--- config.mk ---
export PLATFORM = sky130hd
export DESIGN_NAME = ps2_scan_code_keyboard_decoder
export DESIGN_NICKNAME = d
export VERILOG_FILES = /design/src/rtl/ps2kbd_pkg.sv /design/src/rtl/ps2_scan_code_keyboard_decoder.sv
export SDC_FILE = /design/constraint.sdc
export NUM_CORES = 1
export LEC_CHECK = 0
export ABC_AREA = 1
export BUFFER_PORTS_ARGS = -buffer_cell sky130_fd_sc_hd__buf_2
export CAP_MARGIN = 20
export CORE_MARGIN = 2
export CORE_UTILIZATION = 30
export CTS_CLUSTER_DIAMETER = 100
export DETAILED_ROUTE_END_ITERATION = 7
export PLACE_DENSITY = 0.58
export SYNTH_ARGS = -nofsm -noshare
export SYNTH_HDL_FRONTEND = slang
export SYNTH_SLANG_ARGS = --single-unit
--- constraint.sdc ---
create_clock -name clk -period 2 [get_ports clk]
set_input_delay 0.1 -clock clk [delete_from_list [all_inputs] [get_ports clk]]
set_output_delay 0.1 -clock clk [all_outputs]
set_load 0.005 [all_outputs]
--- src/rtl/ps2kbd_pkg.sv ---
package ps2kbd_pkg;

    // Scan code translation table length; codes at or above give no character
    localparam int TABLE_LEN = 86;

    // Set-1 make codes (low 7 bits)
    localparam logic [6:0] KEY_NUM    = 7'h45;
    localparam logic [6:0] KEY_CAPS   = 7'h3A;
    localparam logic [6:0] KEY_SCROLL = 7'h46;
    localparam logic [6:0] KEY_F12    = 7'h58;
    localparam logic [6:0] KEY_CTRL   = 7'h1D;
    localparam logic [6:0] KEY_LSHIFT = 7'd42;
    localparam logic [6:0] KEY_RSHIFT = 7'd54;
    localparam logic [6:0] KEY_ALT    = 7'd56;

    // Indicator byte bit positions
    localparam int LED_SCROLL = 0;
    localparam int LED_NUM    = 1;
    localparam int LED_CAPS   = 2;

    // Debugger lock bit positions
    localparam int DBG_NUM  = 0;
    localparam int DBG_CAPS = 1;

    // Result packing
    typedef struct packed {
        logic       hotkey;
        logic [2:0] led_bits;
        logic       led_write;
        logic       is_release;
        logic [6:0] ascii_code;
    } kbd_result_t;

    // Unshifted table
    function automatic logic [6:0] plain_ascii(input logic [6:0] code);
        logic [6:0] ch;
        ch = 7'd0;
        case (code)
            7'd2:  ch = 7'h31;
            7'd3:  ch = 7'h32;
            7'd4:  ch = 7'h33;
            7'd5:  ch = 7'h34;
            7'd6:  ch = 7'h35;
            7'd7:  ch = 7'h36;
            7'd8:  ch = 7'h37;
            7'd9:  ch = 7'h38;
            7'd10: ch = 7'h39;
            7'd11: ch = 7'h30;
            7'd12: ch = 7'h2D;
            7'd13: ch = 7'h3D;
            7'd16: ch = 7'h71;
            7'd17: ch = 7'h77;
            7'd18: ch = 7'h65;
            7'd19: ch = 7'h72;
            7'd20: ch = 7'h74;
            7'd21: ch = 7'h79;
            7'd22: ch = 7'h75;
            7'd23: ch = 7'h69;
            7'd24: ch = 7'h6F;
            7'd25: ch = 7'h70;
            7'd26: ch = 7'h5B;
            7'd27: ch = 7'h5D;
            7'd28: ch = 7'h0A;
            7'd30: ch = 7'h61;
            7'd31: ch = 7'h73;
            7'd32: ch = 7'h64;
            7'd33: ch = 7'h66;
            7'd34: ch = 7'h67;
            7'd35: ch = 7'h68;
            7'd36: ch = 7'h6A;
            7'd37: ch = 7'h6B;
            7'd38: ch = 7'h6C;
            7'd39: ch = 7'h3B;
            7'd40: ch = 7'h27;
            7'd41: ch = 7'h60;
            7'd43: ch = 7'h5C;
            7'd44: ch = 7'h7A;
            7'd45: ch = 7'h78;
            7'd46: ch = 7'h63;
            7'd47: ch = 7'h76;
            7'd48: ch = 7'h62;
            7'd49: ch = 7'h6E;
            7'd50: ch = 7'h6D;
            7'd51: ch = 7'h2C;
            7'd52: ch = 7'h2E;
            7'd53: ch = 7'h2F;
            7'd55: ch = 7'h2A;
            7'd57: ch = 7'h20;
            7'd71: ch = 7'h37;
            7'd72: ch = 7'h38;
            7'd73: ch = 7'h39;
            7'd74: ch = 7'h2D;
            7'd75: ch = 7'h34;
            7'd76: ch = 7'h35;
            7'd77: ch = 7'h36;
            7'd78: ch = 7'h2B;
            7'd79: ch = 7'h31;
            7'd80: ch = 7'h32;
            7'd81: ch = 7'h33;
            7'd82: ch = 7'h30;
            7'd83: ch = 7'h2E;
            default: ch = 7'd0;
        endcase
        return ch;
    endfunction

    // Shifted table
    function automatic logic [6:0] shift_ascii(input logic [6:0] code);
        logic [6:0] ch;
        ch = 7'd0;
        case (code)
            7'd2:  ch = 7'h21;
            7'd3:  ch = 7'h40;
            7'd4:  ch = 7'h23;
            7'd5:  ch = 7'h24;
            7'd6:  ch = 7'h25;
            7'd7:  ch = 7'h5E;
            7'd8:  ch = 7'h26;
            7'd9:  ch = 7'h2A;
            7'd10: ch = 7'h28;
            7'd11: ch = 7'h29;
            7'd12: ch = 7'h5F;
            7'd13: ch = 7'h2B;
            7'd16: ch = 7'h51;
            7'd17: ch = 7'h57;
            7'd18: ch = 7'h45;
            7'd19: ch = 7'h52;
            7'd20: ch = 7'h54;
            7'd21: ch = 7'h59;
            7'd22: ch = 7'h55;
            7'd23: ch = 7'h49;
            7'd24: ch = 7'h4F;
            7'd25: ch = 7'h50;
            7'd26: ch = 7'h7B;
            7'd27: ch = 7'h7D;
            7'd28: ch = 7'h0A;
            7'd30: ch = 7'h41;
            7'd31: ch = 7'h53;
            7'd32: ch = 7'h44;
            7'd33: ch = 7'h46;
            7'd34: ch = 7'h47;
            7'd35: ch = 7'h48;
            7'd36: ch = 7'h4A;
            7'd37: ch = 7'h4B;
            7'd38: ch = 7'h4C;
            7'd39: ch = 7'h3A;
            7'd40: ch = 7'h22;
            7'd41: ch = 7'h7E;
            7'd43: ch = 7'h7C;
            7'd44: ch = 7'h5A;
            7'd45: ch = 7'h58;
            7'd46: ch = 7'h43;
            7'd47: ch = 7'h56;
            7'd48: ch = 7'h42;
            7'd49: ch = 7'h4E;
            7'd50: ch = 7'h4D;
            7'd51: ch = 7'h3C;
            7'd52: ch = 7'h3E;
            7'd53: ch = 7'h3F;
            7'd55: ch = 7'h2A;
            7'd57: ch = 7'h20;
            7'd71: ch = 7'h37;
            7'd72: ch = 7'h38;
            7'd73: ch = 7'h39;
            7'd74: ch = 7'h2D;
            7'd75: ch = 7'h34;
            7'd76: ch = 7'h35;
            7'd77: ch = 7'h36;
            7'd78: ch = 7'h2B;
            7'd79: ch = 7'h31;
            7'd80: ch = 7'h32;
            7'd81: ch = 7'h33;
            7'd82: ch = 7'h30;
            7'd83: ch = 7'h2E;
            default: ch = 7'd0;
        endcase
        return ch;
    endfunction

endpackage

--- src/rtl/ps2_scan_code_keyboard_decoder.sv ---
// The result of an accepted scan code transaction is registered and shown on m_tdata in the next cycle.
// Throughput: one scan code per cycle while the result is taken (m_tready); the single result register and the
// modifier/lock flags are the only state between the two sides.
// Reset (rst_n, asynchronous): modifiers, system and debugger locks, the
// debugger mode register and the result valid are cleared.
module ps2_scan_code_keyboard_decoder
(
    input  logic        clk,
    input  logic        rst_n,
    // configuration: debugger_active
    input  logic        cfg_we,
    input  logic        cfg_wdata,
    // input stream
    input  logic        s_tvalid,
    output logic        s_tready,
    input  logic [7:0]  s_tdata,   // [7:0] scan_code
    // output stream
    output logic        m_tvalid,
    input  logic        m_tready,
    output logic [15:0] m_tdata    // [6:0] ascii_code, [7] is_release, [8] led_write,
                                   // [11:9] led_bits, [12] hotkey, [15:13] zero
);
    import ps2kbd_pkg::*;

    logic        dbg_active_reg;
    logic        shift_reg, shift_next;
    logic        ctrl_reg, ctrl_next;
    logic        alt_reg, alt_next;
    logic [2:0]  sys_locks_reg, sys_locks_next;
    logic [1:0]  dbg_locks_reg, dbg_locks_next;
    logic        out_valid_reg;
    kbd_result_t result_reg, result_next;

    logic        accept;
    logic        rel;
    logic [6:0]  key;
    logic        pressed;
    logic        in_table;
    logic        use_shift;

    assign s_tready = !out_valid_reg || m_tready;
    assign accept   = s_tvalid && s_tready;
    assign rel      = s_tdata[7];
    assign key      = s_tdata[6:0];
    assign pressed  = !rel;
    assign in_table = ({1'b0, s_tdata} < 9'(TABLE_LEN));

    // Modifier, lock and hotkey evaluation, then translation with updated flags
    always_comb
    begin
        shift_next     = shift_reg;
        ctrl_next      = ctrl_reg;
        alt_next       = alt_reg;
        sys_locks_next = sys_locks_reg;
        dbg_locks_next = dbg_locks_reg;
        result_next    = '0;

        if (key == KEY_LSHIFT || key == KEY_RSHIFT)
        begin
            shift_next = pressed;
        end
        else if (key == KEY_CTRL)
        begin
            ctrl_next = pressed;
        end
        else if (key == KEY_ALT)
        begin
            alt_next = pressed;
        end

        if (dbg_active_reg)
        begin
            if (pressed && (key == KEY_NUM || key == KEY_CAPS))
            begin
                if (key == KEY_NUM)
                    dbg_locks_next[DBG_NUM] = !dbg_locks_reg[DBG_NUM];
                else
                    dbg_locks_next[DBG_CAPS] = !dbg_locks_reg[DBG_CAPS];
                result_next.led_write            = 1'b1;
                result_next.led_bits[LED_SCROLL] = 1'b1;
                result_next.led_bits[LED_NUM]    = dbg_locks_next[DBG_NUM];
                result_next.led_bits[LED_CAPS]   = dbg_locks_next[DBG_CAPS];
            end
        end
        else if (pressed)
        begin
            if (key == KEY_SCROLL)
                sys_locks_next[LED_SCROLL] = !sys_locks_reg[LED_SCROLL];
            else if (key == KEY_NUM)
                sys_locks_next[LED_NUM] = !sys_locks_reg[LED_NUM];
            else if (key == KEY_CAPS)
                sys_locks_next[LED_CAPS] = !sys_locks_reg[LED_CAPS];
            else if (key == KEY_F12 && shift_next && ctrl_next && alt_next)
            begin
                result_next.hotkey   = 1'b1;
                result_next.led_bits = sys_locks_reg;
            end
        end

        // table select: shift XOR debugger caps
        use_shift              = shift_next ^ dbg_locks_next[DBG_CAPS];
        result_next.is_release = rel;
        if (in_table)
            result_next.ascii_code = use_shift ? shift_ascii(key) : plain_ascii(key);
        else
            result_next.ascii_code = 7'd0;
    end

    // State and result register
    always_ff @(posedge clk or negedge rst_n)
    begin
        if (!rst_n)
        begin
            dbg_active_reg <= 1'b0;
            shift_reg      <= 1'b0;
            ctrl_reg       <= 1'b0;
            alt_reg        <= 1'b0;
            sys_locks_reg  <= '0;
            dbg_locks_reg  <= '0;
            out_valid_reg  <= 1'b0;
        end
        else
        begin
            if (cfg_we)
                dbg_active_reg <= cfg_wdata;
            if (accept)
            begin
                shift_reg     <= shift_next;
                ctrl_reg      <= ctrl_next;
                alt_reg       <= alt_next;
                sys_locks_reg <= sys_locks_next;
                dbg_locks_reg <= dbg_locks_next;
                out_valid_reg <= 1'b1;
            end
            else if (m_tready)
            begin
                out_valid_reg <= 1'b0;
            end
        end
    end

    // Payload, no reset
    always_ff @(posedge clk)
    begin
        if (accept)
            result_reg <= result_next;
    end

    assign m_tvalid = out_valid_reg;
    assign m_tdata  = {3'b000, result_reg};

endmodule

# [Word level (Yosys, flattened, before mapping)]
# Memory sizes are Yosys's and may differ from the RTL's.
# Cells that the tools add are included.
[word_totals] regBits=23 mem_bits_ro=1792 input_bits=14 output_inout_bits=18 n_memories=2
[mem_list] memory="(name not given)" words=128 width=7 read_ports=1 rd_ports_with_merged_regs=0 wr=0 line="ps2kbd_pkg.sv:111" rtl="case (code)"
[mem_list] memory="(name not given)" words=128 width=7 read_ports=1 rd_ports_with_merged_regs=0 wr=0 line="ps2kbd_pkg.sv:38" rtl="case (code)"
[classes] magnitude_cmp=1 eq_ne=8 n_mux=20 bitwise_logic=5 n_reduce_logical=21
[ops] cell="$eq 7x6->1 const B" count=4
[ops] cell="$eq 7x7->1 const B" count=3
[ops] cell="$mux 3" count=5
[ops] cell="$mux 1" count=10
[ops] cell="$lt 8x7->1 const B" count=1
[ops] cell="$mux 4" count=2
[ops] cell="$eq 7x5->1 const B" count=1
[ops] cell="$logic_not 1->1" count=7
[ops] cell="$mux 7" count=1
[ops] cell="$reduce_and 6->1" count=1
[ops] cell="$logic_and 1x1->1" count=5
[ops] cell="$reduce_and 5->1" count=1
[ops] cell="$reduce_or 5->1" count=1
[ops] cell="$mux 2" count=2
[ops] cell="$not 1->1" count=4
[ops] cell="$reduce_and 4->1" count=1
[ops] cell="$logic_or 1x1->1" count=3
[ops] cell="$reduce_and 3->1" count=1
[ops] cell="$reduce_bool 2->1" count=1
[ops] cell="$xor 1x1->1" count=1

# [Logic depth before layout (Yosys ltp)]
# Gate-level depths: netlist of the first run.
[logic_depth] depth_word=12 depth_mapped=14 depth_no_buf=14

# [Worst setup path after synthesis of the first run]
# No wires, ideal clock.
[synth_path] path_type="input -> register" start="input s_tdata[1]" end="register result_reg, in the netlist m_tdata[0], data pin" t_arrival_ns=1.353 required_ns=1.721 slack_ns=0.368 path_stages=13 path_buffers=0 cell_sequence="inv_1 > ha_1 > nand3_1 > inv_1 > nand2_2 > nand2_1 > nand2_2 > nand2_2 > nand2_4 > nand2_2 > nand2_2 > nand2_1 > a21oi_1"
[synth_between] elab_chain_len=7
[synth_rtl] element="start: declaration" line="ps2_scan_code_keyboard_decoder.sv:16" rtl="input logic [7:0] s_tdata,"
[synth_rtl] element="parallel branches: the longest is 7 deep, another holds $mem_v2 128x7"
[synth_rtl] element="end signal: assignment" line="ps2_scan_code_keyboard_decoder.sv:146" rtl="result_reg <= result_next;"
[synth_rtl] element="end: declaration" line="ps2_scan_code_keyboard_decoder.sv:32" rtl="kbd_result_t result_reg, result_next;"
# Several ways; the timed one is not identified.
# A chain may end at the register's enable or synchronous reset.

# [Worst setup path after layout of the first run]
[layout_path] start="input s_tdata[0]" end="register result_reg, in the netlist m_tdata[4], data pin"
# Same word-level chain as after synthesis.

==> results of run 1 <==
[Yosys cell counts (2+ instances only)]
library cell,count,area share
a21oi_1,15,0.030
buf_2,7,0.014
buf_4,3,0.0091
buf_6,3,0.014
clkbuf_1,3,0.0045
dfrtp_1,10,0.10
edfxtp_1,13,0.16
ha_1,12,0.060
inv_1,36,0.054
inv_2,2,0.0030
nand2_1,152,0.23
nand2_2,12,0.030
nand2_4,3,0.014
nand3_1,56,0.11
nand3_2,2,0.0081
nand3b_1,2,0.0060
nand4_1,8,0.020
nor2_1,23,0.035
nor2_2,3,0.0076
nor2_4,3,0.014
nor3_1,2,0.0040
o21ai_0,14,0.028
o22ai_1,2,0.0050
o31ai_1,2,0.0060
xnor2_1,2,0.0071
xor2_1,2,0.0071
[cell families after synthesis]
group                    count (synthesis)  share of synthesized area
AND/OR/NAND/NOR                        266                      0.480
XOR/XNOR                                 4                     0.0141
adder cells (fa/ha/maj)                 12                     0.0604
other                                    1                    0.00151
buffers and inverters                   55                      0.100
multiplexers                             1                    0.00403
AO/OA/AOI/OAI                           36                     0.0816
flip-flops                              23                      0.258
[layer usage]
layer,up-vias,part of all wire,GRT usage
li1,1360,-,-
met1,1211,0.46,0.224
met2,98,0.46,0.278
met3,10,0.054,0.0190
met4,0,0.019,0.0519
met5,-,0,0
[worst max-delay path, stage by stage]
cell and delay [ns]:
buf_2 0.13, inv_1 0.07, ha_1 0.22, nand2_1 0.11, nor2_1 0.23, nand3_1 0.18
nand2_1 0.11, nand2_1 0.06, nand2_2 0.10, nand3_2 0.12, nand2_2 0.12, nand2_1 0.06
a21oi_1 0.18
[power by group]
part           switching (mW)  leakage [nW]  internal, mW  total [mW]
combinational           0.343          1.22         0.180       0.523
sequential             0.0176         0.248         0.547       0.565
clock                   0.146        0.0255         0.139       0.285
total                   0.507          1.50         0.866        1.37
[worst max-delay path by stage]
stage / from / end / slack, ns
final: s_tdata[0] / m_tdata[4]$_SDFFCE_PP0P_ / 0.29
after global routing: s_tdata[0] / m_tdata[4]$_SDFFCE_PP0P_ / 0.1
after CTS: s_tdata[0] / m_tdata[4]$_SDFFCE_PP0P_ / 0.31
after detailed placement: s_tdata[0] / m_tdata[4]$_SDFFCE_PP0P_ / 0.03
after global placement: s_tdata[0] / m_tdata[4]$_SDFFCE_PP0P_ / 0.04
after floorplan: s_tdata[1] / m_tdata[0]$_SDFFCE_PP0P_ / 0.37
[area by class of cell]
cell class                      count  area, um2
Timing Repair Buffer               45        270
Multi-Input combinational cell    322       1600
Clock buffer                        3       41.3
Tap cell                          105        131
Sequential cell                    23        641
Fill cell                         886       5300
Inverter                           38        143
Clock inverter                      1       5.00
==> metrics.cfg, run 1 <==
[status]
status = finished, final reports clean

[worst_setup_path]
reg2regPathDepth = 10
crit_type = in2reg
timing.rr.start = dbg_active_reg$_DFFE_PN0P_
end_kind = flip-flop
timing.rr.end = m_tdata[4]$_SDFFCE_PP0P_
r2r_slack_ns = 0.47
start_kind = input port
crit_fanout = 6
cp.required_ns = 2.09
crit_arrival_ns = 1.80

[floorplanning]
die-area_um2 = 9030
coreArea_um2 = 8130
initial_core_util = 0.305
io-pin-count = 32
die_height_um = 95.0
rows = 33
die_width_um = 95.0

[global_route]
grt_max_degree = 24
grt_pass1_wl_mm = 11.7
antenna_found_initial = 0
grt_pass1_vias = 2449
grt.total_usage = 0.166
grt_overflow = 0

[logic_synthesis]
synth-seq-area-share = 0.258
yosysWarningCount = 0
netlist_instances = 398
synth_edf_count = 13
syn_area_um2 = 2480
synth_area_per_cell_um2 = 6.24
ys_types = 32
ys_ff_latch = 23
synth_ff_type = edfxtp_1
synthArstFlopShare = 0.435

[clocking]
clkTransAtPathRegs_ns = 0.08
clock-sinks = 23
cts_tree = done
root_buffer = clkbuf_8
ctsHoldBuffers = 1
insertion_delay_ns = 0.27
cts_resized = 0
htree_levels = 1
cts_setup_buffers = 0
cts_buffers = 3
clockBufferDepth = 2

[cells_and_area]
largest_register_ffs = 13
drive_gt1_frac = 0.171
nets = 459
final_cell_mix = nand2_1, nand3_1, inv_1
area_delta_synth_final_pct = 14.0
final_core_utilization = 0.348
final_cell_area_um2 = 2830
diodes = 0
final_common_cell = nand2_1
layout.cells.non_filler = 537

[placement]
place_hpwl_mm = 5.88
pre_cts_slack_ns = 0.0349
dp_cells = 532
dpl_cell_area_um2 = 2780
gp_congestion = 0.967
port_buffers = 28

[timing]
setup_violations = 0
period_share = 0.853
rsz0062_at_grt = no
drv_slew = 0
fin_skew_ns = 0.00362
fin_crit_ns = 1.71
hold_viol_final = 0
fmax_ghz = 0.586
hold_slack_ns = 0.0303
relSlewSlack = 0.541
fin_ws_ns = 0.294
tightest_slew_ns = 0.681
tns_ns = 0

[detailed_routing]
dr.pass1.iters = 5
drt-initial-drc-count = 208
viasPerCell = 4.99
routed_wl_mm = 7.19
detail-route-antenna-nets = 0
wl_per_cell_um = 13.4
vias = 2679
drcViolationCount = 0

[worst_hold_path]
hold_depth = 2
hold_path.class = in2reg
whs_endpoint = dbg_active_reg$_DFFE_PN0P_
hold_start = cfg_we

[pwr]
power.total_mw = 1.37
power.leakage_nw = 1.50
power_density_nw_per_um2 = 485
ir_drop_v = 0.000204

[job]
cap_violations = 0

No activity file was read; power rests on OpenSTA's default activity.
==> inputs of run 2 (changes only) <==
--- a/config.mk
+++ b/config.mk
@@ -9,10 +9,10 @@
 export BUFFER_PORTS_ARGS = -buffer_cell sky130_fd_sc_hd__buf_2
 export CAP_MARGIN = 20
 export CORE_MARGIN = 2
-export CORE_UTILIZATION = 30
+export CORE_UTILIZATION = 50
 export CTS_CLUSTER_DIAMETER = 100
 export DETAILED_ROUTE_END_ITERATION = 7
-export PLACE_DENSITY = 0.58
+export PLACE_DENSITY = 0.82
 export SYNTH_ARGS = -nofsm -noshare
 export SYNTH_HDL_FRONTEND = slang
 export SYNTH_SLANG_ARGS = --single-unit
==> constraint.sdc (replaced) <==
create_clock -name clk -period 2.2 [get_ports clk]
set_input_delay 0.44 -clock clk [delete_from_list [all_inputs] [get_ports clk]]
set_output_delay 0.44 -clock clk [all_outputs]
set_load 0.005 [all_outputs]
==> metrics.cfg, run 2 (synthesis results as in run 1) <==
[status]
status = finished, final reports clean

[floorplanning]
die_width_um = 74.5
rows = 25
coreArea_um2 = 4750
die-area_um2 = 5550
initial_core_util = 0.523
die_height_um = 74.5
io-pin-count = 32

[worst_setup_path]
r2r_slack_ns = 0.67
crit_fanout = 4
timing.rr.start = dbg_active_reg$_DFFE_PN0P_
crit_chain = buf_2 -> inv_1 -> ha_1 -> nand2_1 -> nor2_2 -> nand3_1 -> nand2_1 -> nand2_1 -> nand2_2 -> nand3_2 -> nand3_1 -> a21oi_1
cp.required_ns = 2.18
critPathTopFamily = simple AND/OR/NAND/NOR gates
slowest_delay_ns = 0.23
reg2regPathDepth = 9
crit_type = in2reg
start_kind = input port
worst-path-buf-inv = 2
crit_top_cell = nand2_1
crit_cells = 12
cp_slowest_cell = ha_1
crit_arrival_ns = 2.01
end_kind = flip-flop
timing.rr.end = m_tdata[2]$_SDFFCE_PP0P_

[timing]
hold_slack_ns = 0.0182
fin_skew_ns = 0.00704
fin_ws_ns = 0.171
tightest_slew_ns = 0.690
hold_viol_final = 0
fin_crit_ns = 2.03
drv_slew = 0
setup_violations = 0
period_share = 0.922
relSlewSlack = 0.535
rsz0062_at_grt = no
fmax_ghz = 0.493

[global_route]
grt_overflow = 0
grt_pass1_wl_mm = 11.6
grt_max_degree = 24
grt_pass1_vias = 2490
antenna_found_initial = 0
grt.total_usage = 0.271

[placement]
pre_cts_slack_ns = -0.117
port_buffers = 28
place_hpwl_mm = 5.95
gp_congestion = 0.969

[job]
cap_violations = 0

[cells_and_area]
final_common_cell = nand2_1
nets = 466
final_core_utilization = 0.600
drive_gt1_frac = 0.189
largest_register_ffs = 13
area_delta_synth_final_pct = 14.8
diodes = 0
final_cell_mix = nand2_1, nand3_1, inv_1

[detailed_routing]
drt-initial-drc-count = 287
viasPerCell = 5.62
vias = 2845
detail-route-antenna-nets = 0
wl_per_cell_um = 14.4
routed_wl_mm = 7.31
drcViolationCount = 0
dr.pass1.iters = 6

[clocking]
cts_setup_buffers = 0
cts_buffers = 3
insertion_delay_ns = 0.27
root_buffer = clkbuf_8
clockBufferDepth = 2
htree_levels = 1
cts_tree = done
clkTransAtPathRegs_ns = 0.08
clock-sinks = 23

[pwr]
power_density_nw_per_um2 = 446
power.leakage_nw = 1.53
power.total_mw = 1.27
ir_drop_v = 0.000323

[worst_hold_path]
hold_path.class = in2async

## run 2: worst reg2reg max path: stages (launching register included)
cell and delay, ns:
dfrtp_1 0.33, inv_1 0.06, nor2_1 0.15, inv_1 0.09
a21oi_4 0.17, nand2_4 0.10, nand2_4 0.09, nand2_2 0.08
nand3_1 0.10, a21oi_1 0.08
## run 2: worst max path at each step
stage / slack (ns) / start / to
floorplan: 0.23 / s_tdata[1] / m_tdata[0]$_SDFFCE_PP0P_
global placement: -0.03 / s_tdata[0] / m_tdata[9]$_DFFE_PP_
detailed placement: -0.12 / s_tdata[0] / m_tdata[6]$_SDFFCE_PP0P_
CTS: 0.11 / s_tdata[0] / m_tdata[2]$_SDFFCE_PP0P_
global route: 0.02 / s_tdata[0] / m_tdata[6]$_SDFFCE_PP0P_
finish: 0.17 / s_tdata[0] / m_tdata[2]$_SDFFCE_PP0P_
## run 2: layout make-up
| class | count | area [um2] |
|---|---|---|
| clock buffer | 3 | 41.3 |
| clock inverter | 1 | 5.00 |
| multi-input combinational | 322 | 1610 |
| fill | 490 | 1900 |
| inverter | 38 | 143 |
| timing repair buffer | 52 | 333 |
| sequential | 23 | 641 |
| tap | 67 | 83.8 |
## run 2: through the flow
| stage | TNS (ns) | instance area (um2) | cells |
|---|---|---|---|
| after floorplan | 0 | 2490 | 400 |
| after global placement | -0.0776 | 2800 | 502 |
| after detailed placement | -0.932 | 2800 | 502 |
| after CTS | 0 | 2850 | 506 |
| after global routing | 0 | 2850 | 506 |
| final | 0 | 2850 | 506 |
## run 2: what timing repair did
item | in CTS | in global routing
hold buffers | 0 | 0
endpoints found under the setup margin | 0 | 5
resized for setup | 0 | 1
## run 2: layer usage
layer	global-route usage	part of all wire	wire length, um	up-vias
met5	0	0	0	-
li1	-	-	-	1370
met2	0.437	0.45	3310	175
met1	0.398	0.44	3190	1278
met3	0.0298	0.088	641	22
met4	0.0496	0.022	160	0
## run 2: where the power goes
group          switching [mW]  total [mW]  leakage [nW]  internal, mW
Clock                   0.135       0.261        0.0255         0.126
Sequential             0.0155       0.513         0.248         0.497
Combinational           0.322       0.498          1.26         0.176
Total                   0.473        1.27          1.53         0.800
==> inputs of run 3 (changes only) <==
==> constraint.sdc (replaced) <==
create_clock -name clk -period 2.2 [get_ports clk]
set_input_delay 0.11 -clock clk [delete_from_list [all_inputs] [get_ports clk]]
set_output_delay 0.11 -clock clk [all_outputs]
set_load 0.005 [all_outputs]
==> metrics.cfg, run 3 (synthesis results as in run 1) <==
[status]
status = finished, final reports clean

[clocking]
root_buffer = clkbuf_8
clockBufferDepth = 2
htree_levels = 1
cts_buffers = 3
insertion_delay_ns = 0.26
clock-sinks = 23
cts_tree = done
clkTransAtPathRegs_ns = 0.08

[worst_setup_path]
end_kind = flip-flop
cp-startpoint = s_tdata[0]
crit_fanout = 10
crit_type = in2reg
cp.required_ns = 2.30
reg2regPathDepth = 10
crit_arrival_ns = 1.93
timing.rr.end = m_tdata[1]$_SDFFCE_PP0P_
start_kind = input port
timing.rr.start = dbg_active_reg$_DFFE_PN0P_
r2r_slack_ns = 0.68

[cells_and_area]
nets = 457
largest_register_ffs = 13
final_cell_area_um2 = 2770
diodes = 0
fillerInstances = 467
final_common_cell = nand2_1
area_delta_synth_final_pct = 11.5
layout.cells.non_filler = 497
multiInputGateArea_um2 = 1600
seq_area_um2 = 641
drive_gt1_frac = 0.167
final_cell_mix = nand2_1, nand3_1, inv_1

[floorplanning]
coreArea_um2 = 4750
rows = 25
io-pin-count = 32
initial_core_util = 0.523
die_width_um = 74.5
die_height_um = 74.5
die-area_um2 = 5550

[pwr]
p_int_mw = 0.784
power_frac_comb = 0.384
power.total_mw = 1.25
ir_drop_v = 0.000299
power_density_nw_per_um2 = 451
p_sw_frac = 0.372
power_frac_seq = 0.410
p_sw_mw = 0.464
power.leakage_nw = 1.49
clockPowerShare = 0.206

[detailed_routing]
routed_wl_mm = 7.00
detail-route-antenna-nets = 0
drt-initial-drc-count = 242
viasPerCell = 5.58
dr.pass1.iters = 5
wl_per_cell_um = 14.1
drcViolationCount = 0
vias = 2773

[global_route]
antenna_found_initial = 0
grt_max_degree = 18
grt_overflow = 0
grt_pass1_wl_mm = 11.5
grt_pass1_vias = 2461
grt.total_usage = 0.267

[worst_hold_path]
hold_depth = 2
hold_path.class = in2reg
whs_endpoint = dbg_active_reg$_DFFE_PN0P_
hold_start = cfg_we

[placement]
pre_cts_slack_ns = 0.133
dp_cells = 492
gp_congestion = 0.997
place_hpwl_mm = 5.65
port_buffers = 28
dpl_cell_area_um2 = 2720

[timing]
drv_slew = 0
hold_viol_final = 0
period_share = 0.832
fmax_ghz = 0.547
tns_ns = 0
fin_crit_ns = 1.83
setup_violations = 0
fin_skew_ns = 0.00223
fin_ws_ns = 0.371
rsz0062_at_grt = no

[job]
cap_violations = 0

## run 3: changes by cell type in the layout (fill, tap and decap cells not counted)
cell	delta
dlygate4sd3_1	+1
buf_4	-9
nor2_1	+1
nor2_2	-1
buf_12	-1
## run 3: worst max path at each step
stage | endpoint | slack, ns | cells after the start
floorplan | m_tdata[0]$_SDFFCE_PP0P_ | 0.56 | 13
global placement | m_tdata[11]$_DFFE_PP_ | 0.23 | 12
detailed placement | m_tdata[1]$_SDFFCE_PP0P_ | 0.13 | 13
CTS | m_tdata[1]$_SDFFCE_PP0P_ | 0.39 | 13
global route | m_tdata[2]$_SDFFCE_PP0P_ | 0.16 | 13
finish | m_tdata[1]$_SDFFCE_PP0P_ | 0.37 | 13
## run 3: cell type report
type	count	area share
sequential	23	0.231
inverter	38	0.0515
clock inverter	1	0.00181
clock buffer	3	0.0149
tap	67	0.0302
multi-input combinational	322	0.578
timing repair buffer	43	0.0921
## run 3: repair_timing
item	CTS	global route
hold endpoints to repair	10	0
setup endpoints to repair	0	0
hold buffers	1	0
gates resized for setup	0	0
setup buffers	0	0
## run 3: power groups by stage
stage / combinational, mW / sequential (mW) / clock [mW]
CTS: 0.469 / 0.512 / 0.257
detailed placement: 0.465 / 0.521 / 0
global route: 0.537 / 0.517 / 0.274
floorplan: 0.331 / 0.522 / 0
finish: 0.479 / 0.512 / 0.257
global placement: 0.463 / 0.521 / 0
## run 3: per-layer routing
metal | track usage | up-vias | part of all wire
met1 | 0.383 | 1235 | 0.43
li1 | - | 1349 | -
met5 | 0 | - | 0
met2 | 0.434 | 181 | 0.46
met4 | 0.0476 | 0 | 0.012
met3 | 0.0366 | 8 | 0.097
## run 3: metrics by stage
| stage | util | hold WS [ns] |
|---|---|---|
| floorplan | - | -0.186 |
| global placement | 0.571 | -0.0276 |
| detailed placement | 0.571 | -0.0230 |
| CTS | 0.583 | 0.0513 |
| global route | 0.583 | 0.0621 |
| finish | 0.583 | 0.0516 |
## run 3: worst max-delay path, cell delays in order
cell     delay [ns]
buf_2          0.16
inv_1          0.16
ha_1           0.25
nand2_1        0.11
nor2_1         0.22
nand3_1        0.16
nand2_1        0.12
nand2_1        0.07
nand2_2        0.11
nand3_2        0.13
nand2_2        0.11
nand2_1        0.06
a21oi_1        0.16
